### config.mk
export PLATFORM = sky130hd
export DESIGN_NAME = bilinear_pixel_splat_rgb565_core
export DESIGN_NICKNAME = d
export VERILOG_FILES = /design/src/design/bps_pkg.sv /design/src/design/bps_seq.sv /design/src/design/bps_weight.sv /design/src/design/bps_scale.sv /design/src/design/bilinear_pixel_splat_rgb565_core.sv
export SDC_FILE = /design/constraint.sdc
export NUM_CORES = 2
export LEC_CHECK = 0
export ABC_AREA = 1
export BUFFER_PORTS_ARGS = -buffer_cell sky130_fd_sc_hd__buf_2
export CAP_MARGIN = 0
export CORE_MARGIN = 5
export CORE_UTILIZATION = 42
export CTS_CLUSTER_DIAMETER = 80
export DETAILED_ROUTE_END_ITERATION = 6
export GPL_TIMING_DRIVEN = 0
export PLACE_DENSITY = 0.59
export SYNTH_ARGS = -nofsm -noshare
export SYNTH_HDL_FRONTEND = slang
export SYNTH_SLANG_ARGS = --single-unit
### constraint.sdc
create_clock -name clock -period 9 [get_ports clock]
set_input_delay 1.35 -clock clock [delete_from_list [all_inputs] [get_ports clock]]
set_output_delay 1.35 -clock clock [all_outputs]
set_load 0.005 [all_outputs]
### src/design/bps_pkg.sv
// Shared types and constants for the bilinear RGB565 splat core.
`timescale 1ns / 1ps
`default_nettype none

package bps_pkg;

   // Beat control that travels down the pipeline with the data
   typedef struct packed {
      logic valid;   // stage holds a live beat
      logic last;    // fourth beat of the item
      logic dx;      // right-hand column of the cell pair
      logic dy;      // lower row of the cell pair
   } ctl_type;

   // Beat index within one item
   localparam logic [1:0] BEAT_FIRST = 2'd0;
   localparam logic [1:0] BEAT_LAST  = 2'd3;

   // RGB565 packing
   localparam int RB_BITS     = 5;    // red and blue full scale 31
   localparam int G_BITS      = 6;    // green full scale 63
   localparam int RED_SHIFT   = 11;
   localparam int GREEN_SHIFT = 5;
   localparam int COLOR_W     = 16;

endpackage

`default_nettype wire

### src/design/bps_seq.sv
// Input holding stage: keeps one item and issues its four cell beats.
`timescale 1ns / 1ps
`default_nettype none

module bps_seq #(
   parameter int POS_W = 11,
   parameter int LVL_W = 9
) (
   input  wire logic               clock,
   input  wire logic               reset,
   input  wire logic               adv,
   input  wire logic               req_valid,
   output logic                    req_stall,
   input  wire logic [POS_W-1:0]   req_x_pos,
   input  wire logic [POS_W-1:0]   req_y_pos,
   input  wire logic [LVL_W-1:0]   req_red_in,
   input  wire logic [LVL_W-1:0]   req_green_in,
   input  wire logic [LVL_W-1:0]   req_blue_in,
   output bps_pkg::ctl_type        beat_ctl,
   output logic [POS_W-1:0]        beat_x,
   output logic [POS_W-1:0]        beat_y,
   output logic [LVL_W-1:0]        beat_red,
   output logic [LVL_W-1:0]        beat_green,
   output logic [LVL_W-1:0]        beat_blue
);
   import bps_pkg::*;

   logic             busy_ff, busy_in;
   logic [1:0]       beat_ff, beat_in;
   logic [POS_W-1:0] x_ff, y_ff;
   logic [LVL_W-1:0] red_ff, green_ff, blue_ff;
   logic             take;
   logic             is_last;

   assign is_last   = (beat_ff == BEAT_LAST);
   // free when empty, or when the last beat leaves this cycle
   assign req_stall = busy_ff && !(is_last && adv);
   assign take      = req_valid && !req_stall;

   // beat counter and occupancy
   always_comb begin
      busy_in = busy_ff;
      beat_in = beat_ff;
      if (take) begin
         busy_in = 1'b1;
         beat_in = BEAT_FIRST;
      end else if (adv && busy_ff) begin
         if (is_last) begin
            busy_in = 1'b0;
         end else begin
            beat_in = beat_ff + 2'd1;
         end
      end
   end

   always_ff @(posedge clock) begin
      if (reset) begin
         busy_ff <= 1'b0;
         beat_ff <= BEAT_FIRST;
      end else begin
         busy_ff <= busy_in;
         beat_ff <= beat_in;
      end
   end

   // item payload
   always_ff @(posedge clock) begin
      if (take) begin
         x_ff     <= req_x_pos;
         y_ff     <= req_y_pos;
         red_ff   <= req_red_in;
         green_ff <= req_green_in;
         blue_ff  <= req_blue_in;
      end
   end

   assign beat_ctl.valid = busy_ff;
   assign beat_ctl.last  = is_last;
   assign beat_ctl.dx    = beat_ff[0];
   assign beat_ctl.dy    = beat_ff[1];
   assign beat_x         = x_ff;
   assign beat_y         = y_ff;
   assign beat_red       = red_ff;
   assign beat_green     = green_ff;
   assign beat_blue      = blue_ff;

   // a new item always starts at the first beat
   a_take_starts: assert property (@(posedge clock) disable iff (reset)
      take |=> busy_ff && beat_ff == BEAT_FIRST)
      else $error("bps_seq: accepted item did not start at first beat");

   // a held beat waits while the pipeline is frozen
   a_hold: assert property (@(posedge clock) disable iff (reset)
      busy_ff && !adv |=> busy_ff && $stable(beat_ff))
      else $error("bps_seq: beat moved while pipeline frozen");

   // an item is never dropped before its last beat
   a_no_early_exit: assert property (@(posedge clock) disable iff (reset)
      busy_ff && !is_last |=> busy_ff)
      else $error("bps_seq: item left before its last beat");

endmodule

`default_nettype wire

### src/design/bps_weight.sv
// Weight stages: per-beat fractions and cell address, then the wx*wy product.
`timescale 1ns / 1ps
`default_nettype none

module bps_weight #(
   parameter int FRAC_BITS = 8,
   parameter int GRID_BITS = 3
) (
   input  wire logic                             clock,
   input  wire logic                             reset,
   input  wire logic                             adv,
   input  wire bps_pkg::ctl_type                 beat_ctl,
   input  wire logic [GRID_BITS+FRAC_BITS-1:0]   beat_x,
   input  wire logic [GRID_BITS+FRAC_BITS-1:0]   beat_y,
   output bps_pkg::ctl_type                      w_ctl,
   output logic [2*FRAC_BITS:0]                  w_weight,
   output logic [GRID_BITS:0]                    w_column,
   output logic [GRID_BITS:0]                    w_row
);
   import bps_pkg::*;

   localparam int FW = FRAC_BITS + 1;   // 0.F fraction with room for 1.0
   localparam int CW = GRID_BITS + 1;   // cell coordinate, one past the grid
   localparam int WW = 2*FRAC_BITS + 1; // 1.2F weight
   localparam logic [FW-1:0] ONE_FRAC = FW'(1) << FRAC_BITS;

   logic [FRAC_BITS-1:0] fx, fy;
   logic [GRID_BITS-1:0] ix, iy;
   logic [FW-1:0]        wx_in, wy_in, wx_ff, wy_ff;
   logic [CW-1:0]        col1_in, row1_in, col1_ff, row1_ff;
   ctl_type              ctl1_ff, ctl2_ff;
   logic [2*FRAC_BITS:0] w2_in, w2_ff;
   logic [CW-1:0]        col2_ff, row2_ff;

   assign fx = beat_x[FRAC_BITS-1:0];
   assign fy = beat_y[FRAC_BITS-1:0];
   assign ix = beat_x[GRID_BITS+FRAC_BITS-1:FRAC_BITS];
   assign iy = beat_y[GRID_BITS+FRAC_BITS-1:FRAC_BITS];

   // stage 1: pick the fraction for this cell and form its address
   always_comb begin
      wx_in   = beat_ctl.dx ? FW'(fx) : ONE_FRAC - FW'(fx);
      wy_in   = beat_ctl.dy ? FW'(fy) : ONE_FRAC - FW'(fy);
      col1_in = CW'(ix) + CW'(beat_ctl.dx);
      row1_in = CW'(iy) + CW'(beat_ctl.dy);
   end

   // stage 2: bilinear weight, unsigned 1.2F
   assign w2_in = WW'(wx_ff) * WW'(wy_ff);

   always_ff @(posedge clock) begin
      if (reset) begin
         ctl1_ff <= '0;
         ctl2_ff <= '0;
      end else if (adv) begin
         ctl1_ff <= beat_ctl;
         ctl2_ff <= ctl1_ff;
      end
   end

   always_ff @(posedge clock) begin
      if (adv) begin
         wx_ff   <= wx_in;
         wy_ff   <= wy_in;
         col1_ff <= col1_in;
         row1_ff <= row1_in;
         w2_ff   <= w2_in;
         col2_ff <= col1_ff;
         row2_ff <= row1_ff;
      end
   end

   assign w_ctl    = ctl2_ff;
   assign w_weight = w2_ff;
   assign w_column = col2_ff;
   assign w_row    = row2_ff;

endmodule

`default_nettype wire

### src/design/bps_scale.sv
// Channel scaling: weight times level, then times full scale, shifted and clamped.
`timescale 1ns / 1ps
`default_nettype none

module bps_scale #(
   parameter int FRAC_BITS = 8,
   parameter int OUT_BITS  = 5
) (
   input  wire logic                   clock,
   input  wire logic                   adv,
   input  wire logic [2*FRAC_BITS:0]   weight,
   input  wire logic [FRAC_BITS:0]     level,
   output logic [OUT_BITS-1:0]         chan
);
   import bps_pkg::*;

   localparam int WW = 2*FRAC_BITS + 1;
   localparam int LW = FRAC_BITS + 1;
   localparam int PW = WW + LW;            // weight * level
   localparam int SW = PW + OUT_BITS;      // times (2^OUT_BITS - 1)
   localparam int TW = SW - 3*FRAC_BITS;   // integer part after the shift
   localparam logic [TW-1:0] FULL_EXT = TW'((1 << OUT_BITS) - 1);

   logic [PW-1:0]       prod_in, prod_ff;
   logic [SW-1:0]       scaled;
   logic [TW-1:0]       whole;
   logic [OUT_BITS-1:0] chan_in, chan_ff;

   // stage 3: weight times level
   assign prod_in = PW'(weight) * PW'(level);

   // stage 4: times full scale as shift minus, truncate, clamp
   always_comb begin
      scaled  = (SW'(prod_ff) << OUT_BITS) - SW'(prod_ff);
      whole   = scaled[SW-1:3*FRAC_BITS];
      chan_in = (whole > FULL_EXT) ? FULL_EXT[OUT_BITS-1:0] : whole[OUT_BITS-1:0];
   end

   always_ff @(posedge clock) begin
      if (adv) begin
         prod_ff <= prod_in;
         chan_ff <= chan_in;
      end
   end

   assign chan = chan_ff;

endmodule

`default_nettype wire

### src/design/bilinear_pixel_splat_rgb565_core.sv
// Top level of the bilinear RGB565 splat core.
//
//  port group | dir | beat contents
//  -----------+-----+---------------------------------------------
//  req_*      | in  | x_pos, y_pos, red_in, green_in, blue_in
//  rsp_*      | out | column, row, color565, last
//
// Each item gives four write beats, one per cycle unless rsp is stalled, so
// a new item is taken only as the previous item's last beat leaves the hold
// stage; the single result beat per cycle on rsp sets that.
// Pipeline: hold/sequence, fractions, weight multiply, level multiply,
// full-scale clamp into the output register.
// Reset (synchronous) empties every stage; the data registers are not reset.
// rsp_stall freezes all stages together while a beat is held at the output;
// the input side keeps taking an item into its empty hold stage while the output waits.
`timescale 1ns / 1ps
`default_nettype none

module bilinear_pixel_splat_rgb565_core #(
   parameter int FRAC_BITS = 8,
   parameter int GRID_BITS = 3
) (
   input  wire logic                             clock,
   input  wire logic                             reset,
   input  wire logic                             req_valid,
   output logic                                  req_stall,
   input  wire logic [GRID_BITS+FRAC_BITS-1:0]   req_x_pos,
   input  wire logic [GRID_BITS+FRAC_BITS-1:0]   req_y_pos,
   input  wire logic [FRAC_BITS:0]               req_red_in,
   input  wire logic [FRAC_BITS:0]               req_green_in,
   input  wire logic [FRAC_BITS:0]               req_blue_in,
   output logic                                  rsp_valid,
   input  wire logic                             rsp_stall,
   output logic [GRID_BITS:0]                    rsp_column,
   output logic [GRID_BITS:0]                    rsp_row,
   output logic [bps_pkg::COLOR_W-1:0]           rsp_color565,
   output logic                                  rsp_last
);
   import bps_pkg::*;

   localparam int POS_W = GRID_BITS + FRAC_BITS;
   localparam int LVL_W = FRAC_BITS + 1;
   localparam int CW    = GRID_BITS + 1;

   logic             adv;
   ctl_type          beat_ctl, w_ctl, ctl3_ff, ctl4_ff;
   logic [POS_W-1:0] beat_x, beat_y;
   logic [LVL_W-1:0] beat_red, beat_green, beat_blue;
   logic [LVL_W-1:0] red1_ff, green1_ff, blue1_ff;
   logic [LVL_W-1:0] red2_ff, green2_ff, blue2_ff;
   logic [2*FRAC_BITS:0] w_weight;
   logic [CW-1:0]    w_column, w_row, col3_ff, row3_ff, col4_ff, row4_ff;
   logic [RB_BITS-1:0] red_q, blue_q;
   logic [G_BITS-1:0]  green_q;

   // whole pipeline moves unless a finished beat is held at the output
   assign adv = !(ctl4_ff.valid && rsp_stall);

   bps_seq #(.POS_W(POS_W), .LVL_W(LVL_W)) u_seq (
      .clock        (clock),
      .reset        (reset),
      .adv          (adv),
      .req_valid    (req_valid),
      .req_stall    (req_stall),
      .req_x_pos    (req_x_pos),
      .req_y_pos    (req_y_pos),
      .req_red_in   (req_red_in),
      .req_green_in (req_green_in),
      .req_blue_in  (req_blue_in),
      .beat_ctl     (beat_ctl),
      .beat_x       (beat_x),
      .beat_y       (beat_y),
      .beat_red     (beat_red),
      .beat_green   (beat_green),
      .beat_blue    (beat_blue)
   );

   bps_weight #(.FRAC_BITS(FRAC_BITS), .GRID_BITS(GRID_BITS)) u_weight (
      .clock    (clock),
      .reset    (reset),
      .adv      (adv),
      .beat_ctl (beat_ctl),
      .beat_x   (beat_x),
      .beat_y   (beat_y),
      .w_ctl    (w_ctl),
      .w_weight (w_weight),
      .w_column (w_column),
      .w_row    (w_row)
   );

   // levels ride alongside the weight stages
   always_ff @(posedge clock) begin
      if (adv) begin
         red1_ff   <= beat_red;
         green1_ff <= beat_green;
         blue1_ff  <= beat_blue;
         red2_ff   <= red1_ff;
         green2_ff <= green1_ff;
         blue2_ff  <= blue1_ff;
         col3_ff   <= w_column;
         row3_ff   <= w_row;
         col4_ff   <= col3_ff;
         row4_ff   <= row3_ff;
      end
   end

   // control for the scaling stages and the output register
   always_ff @(posedge clock) begin
      if (reset) begin
         ctl3_ff <= '0;
         ctl4_ff <= '0;
      end else if (adv) begin
         ctl3_ff <= w_ctl;
         ctl4_ff <= ctl3_ff;
      end
   end

   bps_scale #(.FRAC_BITS(FRAC_BITS), .OUT_BITS(RB_BITS)) u_scale_red (
      .clock  (clock),
      .adv    (adv),
      .weight (w_weight),
      .level  (red2_ff),
      .chan   (red_q)
   );

   bps_scale #(.FRAC_BITS(FRAC_BITS), .OUT_BITS(G_BITS)) u_scale_green (
      .clock  (clock),
      .adv    (adv),
      .weight (w_weight),
      .level  (green2_ff),
      .chan   (green_q)
   );

   bps_scale #(.FRAC_BITS(FRAC_BITS), .OUT_BITS(RB_BITS)) u_scale_blue (
      .clock  (clock),
      .adv    (adv),
      .weight (w_weight),
      .level  (blue2_ff),
      .chan   (blue_q)
   );

   // RGB565 packing of the output register
   assign rsp_valid    = ctl4_ff.valid;
   assign rsp_last     = ctl4_ff.last;
   assign rsp_column   = col4_ff;
   assign rsp_row      = row4_ff;
   assign rsp_color565 = (COLOR_W'(red_q) << RED_SHIFT)
                       | (COLOR_W'(green_q) << GREEN_SHIFT)
                       | COLOR_W'(blue_q);

   // an accepted item keeps the input side busy for its remaining beats
   a_busy_after_take: assert property (@(posedge clock) disable iff (reset)
      req_valid && !req_stall |=> req_stall)
      else $error("core: input taken again right after an accept");

   // a held output beat freezes the stage behind it
   a_freeze: assert property (@(posedge clock) disable iff (reset)
      rsp_valid && rsp_stall |=> $stable(ctl3_ff) && $stable(col3_ff))
      else $error("core: pipeline moved under output stall");

   // the last marker reaches the output with its beat
   a_last_moves: assert property (@(posedge clock) disable iff (reset)
      ctl3_ff.valid && ctl3_ff.last && adv |=> rsp_valid && rsp_last)
      else $error("core: last beat lost between scale stages");

endmodule

`default_nettype wire
==> results.sh <==
export IMPL_start_util=0.426
export IMPL_hold_depth=0
export IMPL_synthArstFlopShare=0
export IMPL_synth_fa_ha_area_frac=0.333
export IMPL_die_area_mm2=0.0797
export IMPL_setup_violations=0
export IMPL_r2r_end="u_scale_red.prod_ff[23]"
export IMPL_dp_final_hpwl_mm=59.0
export IMPL_clock_path_buffers=3
export IMPL_worst_path_most_repeated_cell="nand2_1"
export IMPL_cts_tree="yes"
export IMPL_dr_wl_met2_mm=31.5
export IMPL_ant_nets=0
export IMPL_layout_drive_gt1_share=0.0436
export IMPL_yosysUniqueCellTypes=41
export IMPL_status="completed"
export IMPL_synth_top_family_by_area="adder cells"
export IMPL_h_tree_depth=2
export IMPL_final_hold_viol_count=0
export IMPL_critPathSlowestCell="clkbuf_1"
export IMPL_num_rows=99
export IMPL_drtIter0Drc=1518
export IMPL_coreArea_mm2=0.0732
export IMPL_hold_end="green1_ff[8]"
export IMPL_synthFlopType="edfxtp_1"
export IMPL_wirelength_mm=71.6
export IMPL_final_cells=5017
export IMPL_period_minus_slack_ns=5.73
export IMPL_synthSimpleGateAreaFrac=0.197
export IMPL_antenna_cells=0
export IMPL_drt_met1_wl_mm=32.8
export IMPL_r2r_slack_ns=3.27
export IMPL_cts_sinks=275
export IMPL_worstMarginPinSlew_ns=0.905
export IMPL_maxCapViolCount=0
export IMPL_groute_usage_overall=0.186
export IMPL_synth_edff_count=264
export IMPL_synth_seq_cells=275
export IMPL_rr_startpoint="u_weight.w_weight[0]"
export IMPL_rsz0062_at_grt="no"
export IMPL_clock_latency_ns=0.56
export IMPL_vias=23691
export IMPL_crit_type="reg2reg"
export IMPL_grt_max_degree=116
export IMPL_synth_xor_area_frac=0.0211
export IMPL_dieHeight_um=282
export IMPL_cp_cell_sequence="clkbuf_1 > clkbuf_1 > nand2_1 > fa_1 > fa_1 > inv_1 > fa_1 > inv_1 > fa_1 > inv_1 > ha_1 > a21oi_1 > nor2_1 > nor2_1 > nand2_1 > nand3_1 > nand2_1 > nand2_1 > nand2_1 > nand2_1 > nand2_1"
export IMPL_syn_area_per_cell_um2=7.96
export IMPL_ctsHoldBuffers=0
export IMPL_first_pass_iters=6
export IMPL_crit_fanout=10
export IMPL_r2r_cells=21
export IMPL_cp_num_buf_inv=5
export IMPL_wl_per_cell_um=14.3
export IMPL_yosys_warnings=0
export IMPL_seq_area_frac_synth=0.262
export IMPL_top_layer="met4"
export IMPL_wl_met3_mm=4.57
export IMPL_synth_compound_area_share=0.0410
export IMPL_die_width_um=282
export IMPL_cp_data_arrival_time_ns=6.02
export IMPL_drc_errors=0
export IMPL_slew_violations=0
export IMPL_finalCritPeriodShare=0.637
export IMPL_grt_pass1_wl_mm=121
export IMPL_crit_family="adder cells"
export IMPL_hp_start="u_seq.beat_green[8]"
export IMPL_synthCells=3916
export IMPL_fmax_mhz=174
export IMPL_portBuffers=78
export IMPL_nNetsFinal=4696
export IMPL_cts_setup_buffers=0
export IMPL_hp_class="reg2reg"
export IMPL_max_stage_delay_ns=0.69
export IMPL_cts_buffers=35
export IMPL_synthMuxAreaShare=0
export IMPL_max_slew_margin=0.397
export IMPL_cts_resized=0
export IMPL_skew_ns=0.0307
export IMPL_dp_cells=4955
export IMPL_synth_net_count=4579
export IMPL_cp_required_ns=9.29
export IMPL_syn_area_mm2=0.0312
export IMPL_end_kind="register"
export IMPL_gp_congestion=0.877
export IMPL_grt_pass1_vias=23693
export IMPL_root_buffer="clkbuf_16"
export IMPL_overflow=0
export IMPL_drt_vias_per_instance=4.72
export IMPL_area_delta_synth_final_pct=9.18
export IMPL_ioPinCount=80
export IMPL_path_clk_slew_ns=0.06
export IMPL_antenna_found_initial=0
export IMPL_cp_start_kind="register"
## worst max path at each step
stage                         start                      end  slack (ns)  depth (start not counted)
2_1_floorplan             rsp_stall         u_seq.beat_ff[0]        1.95                          7
3_3_place_gp              rsp_stall         u_seq.beat_ff[0]       -0.83                          8
3_5_place_dp   u_weight.w_weight[0]  u_scale_red.prod_ff[23]        3.33                         21
4_1_cts        u_weight.w_weight[0]  u_scale_red.prod_ff[23]        3.27                         21
5_1_grt        u_weight.w_weight[0]  u_scale_red.prod_ff[23]        2.91                         21
6_report       u_weight.w_weight[0]  u_scale_red.prod_ff[23]        3.27                         21
## per-layer routing
layer	GRT usage	vias up
li1	-	11847
met3	0.0281	125
met5	0	-
met4	0.0588	0
met1	0.266	11117
met2	0.296	602
## per-stage QoR
step | hold slack (ns) | util | instance area (um^2) | setup slack [ns] | setup TNS, ns
final | 0.414 | 0.465 | 34000 | 3.27 | 0
after global routing | 0.418 | 0.465 | 34000 | 2.91 | 0
after CTS | 0.416 | 0.465 | 34000 | 3.27 | 0
after detailed placement | 0.405 | 0.448 | 32800 | 3.33 | 0
after global placement | 0.400 | 0.447 | 32700 | -0.832 | -36.11
after floorplan | 0.400 | - | 31200 | 1.95 | 0
## cells in the mapped netlist (2+ instances only)
cell type	instances	area share
and3_1	2	0.00040
nor3_2	4	0.0013
nand4_1	31	0.0062
nand3_2	4	0.0013
nor2_2	4	0.00080
fa_1	367	0.24
a21oi_1	132	0.021
nand3b_1	6	0.0014
o21ai_0	38	0.0061
nor3b_1	2	0.00048
dfxtp_1	11	0.0071
o21bai_1	12	0.0029
or2_2	8	0.0016
nand2_1	1106	0.13
inv_1	1078	0.13
nor2_4	3	0.0011
a21boi_0	3	0.00072
a21o_1	8	0.0019
a21boi_2	3	0.0011
a211oi_1	2	0.00048
nor2_1	186	0.022
clkbuf_1	124	0.015
nand3_1	111	0.018
o21ai_2	6	0.0017
a31oi_1	7	0.0014
buf_2	2	0.00032
o21a_1	5	0.0012
nor4_1	3	0.00060
edfxtp_1	264	0.25
nand2_2	6	0.0012
nor3_1	38	0.0061
xnor2_1	24	0.0067
xor2_1	51	0.014
inv_2	3	0.00036
o21ai_1	11	0.0018
ha_1	243	0.098
and2_1	4	0.00080
## worst reg2reg max path: cells and delay by family, from the launching register on
kind	cells	cell delay, ns
AND/OR/NAND/NOR	10	0.96
AO/OA/AOI/OAI	1	0.23
flip-flops	1	0.33
buffers and inverters	5	1.43
adder cells (fa/ha/maj)	5	2.48
## cell families (layout without fill, tap and decap cells)
kind of cell    count (synthesis)  after routing
compound gates                229            229
xor+xnor                       75             75
fa+ha+maj                     610            610
buf+inv                      1208           1350
flops                         275            275
simple gates                 1519           1519
## placed cells by master, fill, tap and decap left out, types with 35 or more instances in the layout
| master | instances |
|---|---|
| clkbuf_16 | 35 |
| nand3_1 | 111 |
| edfxtp_1 | 264 |
| xor2_1 | 51 |
| clkbuf_1 | 131 |
| a21oi_1 | 132 |
| buf_2 | 80 |
| fa_1 | 367 |
| o21ai_0 | 38 |
| inv_1 | 1078 |
| nor3_1 | 38 |
| ha_1 | 243 |
| nand2_1 | 1106 |
| nor2_1 | 185 |
## layout make-up
cell class                      count  area [um^2]
Buffer                            127          483
Clock buffer                       42          902
Tap cell                          959         1200
Timing Repair Buffer               80          438
Clock inverter                     20          298
Sequential cell                   275         8150
Inverter                         1081         4060
Fill cell                        7206        39200
Multi-Input combinational cell   2433        18500
## flip-flops by register name, summed over array words and instances (netlist names), 11 cells and up
register / count
u_seq.beat_x: 11
u_weight.w_weight: 17
u_scale_blue.prod_ff: 26
u_scale_green.prod_ff: 26
u_seq.beat_y: 11
u_scale_red.prod_ff: 26
Power is not shown: default switching activity piles up to over one toggle a cycle in this logic, so the estimate is an artifact.
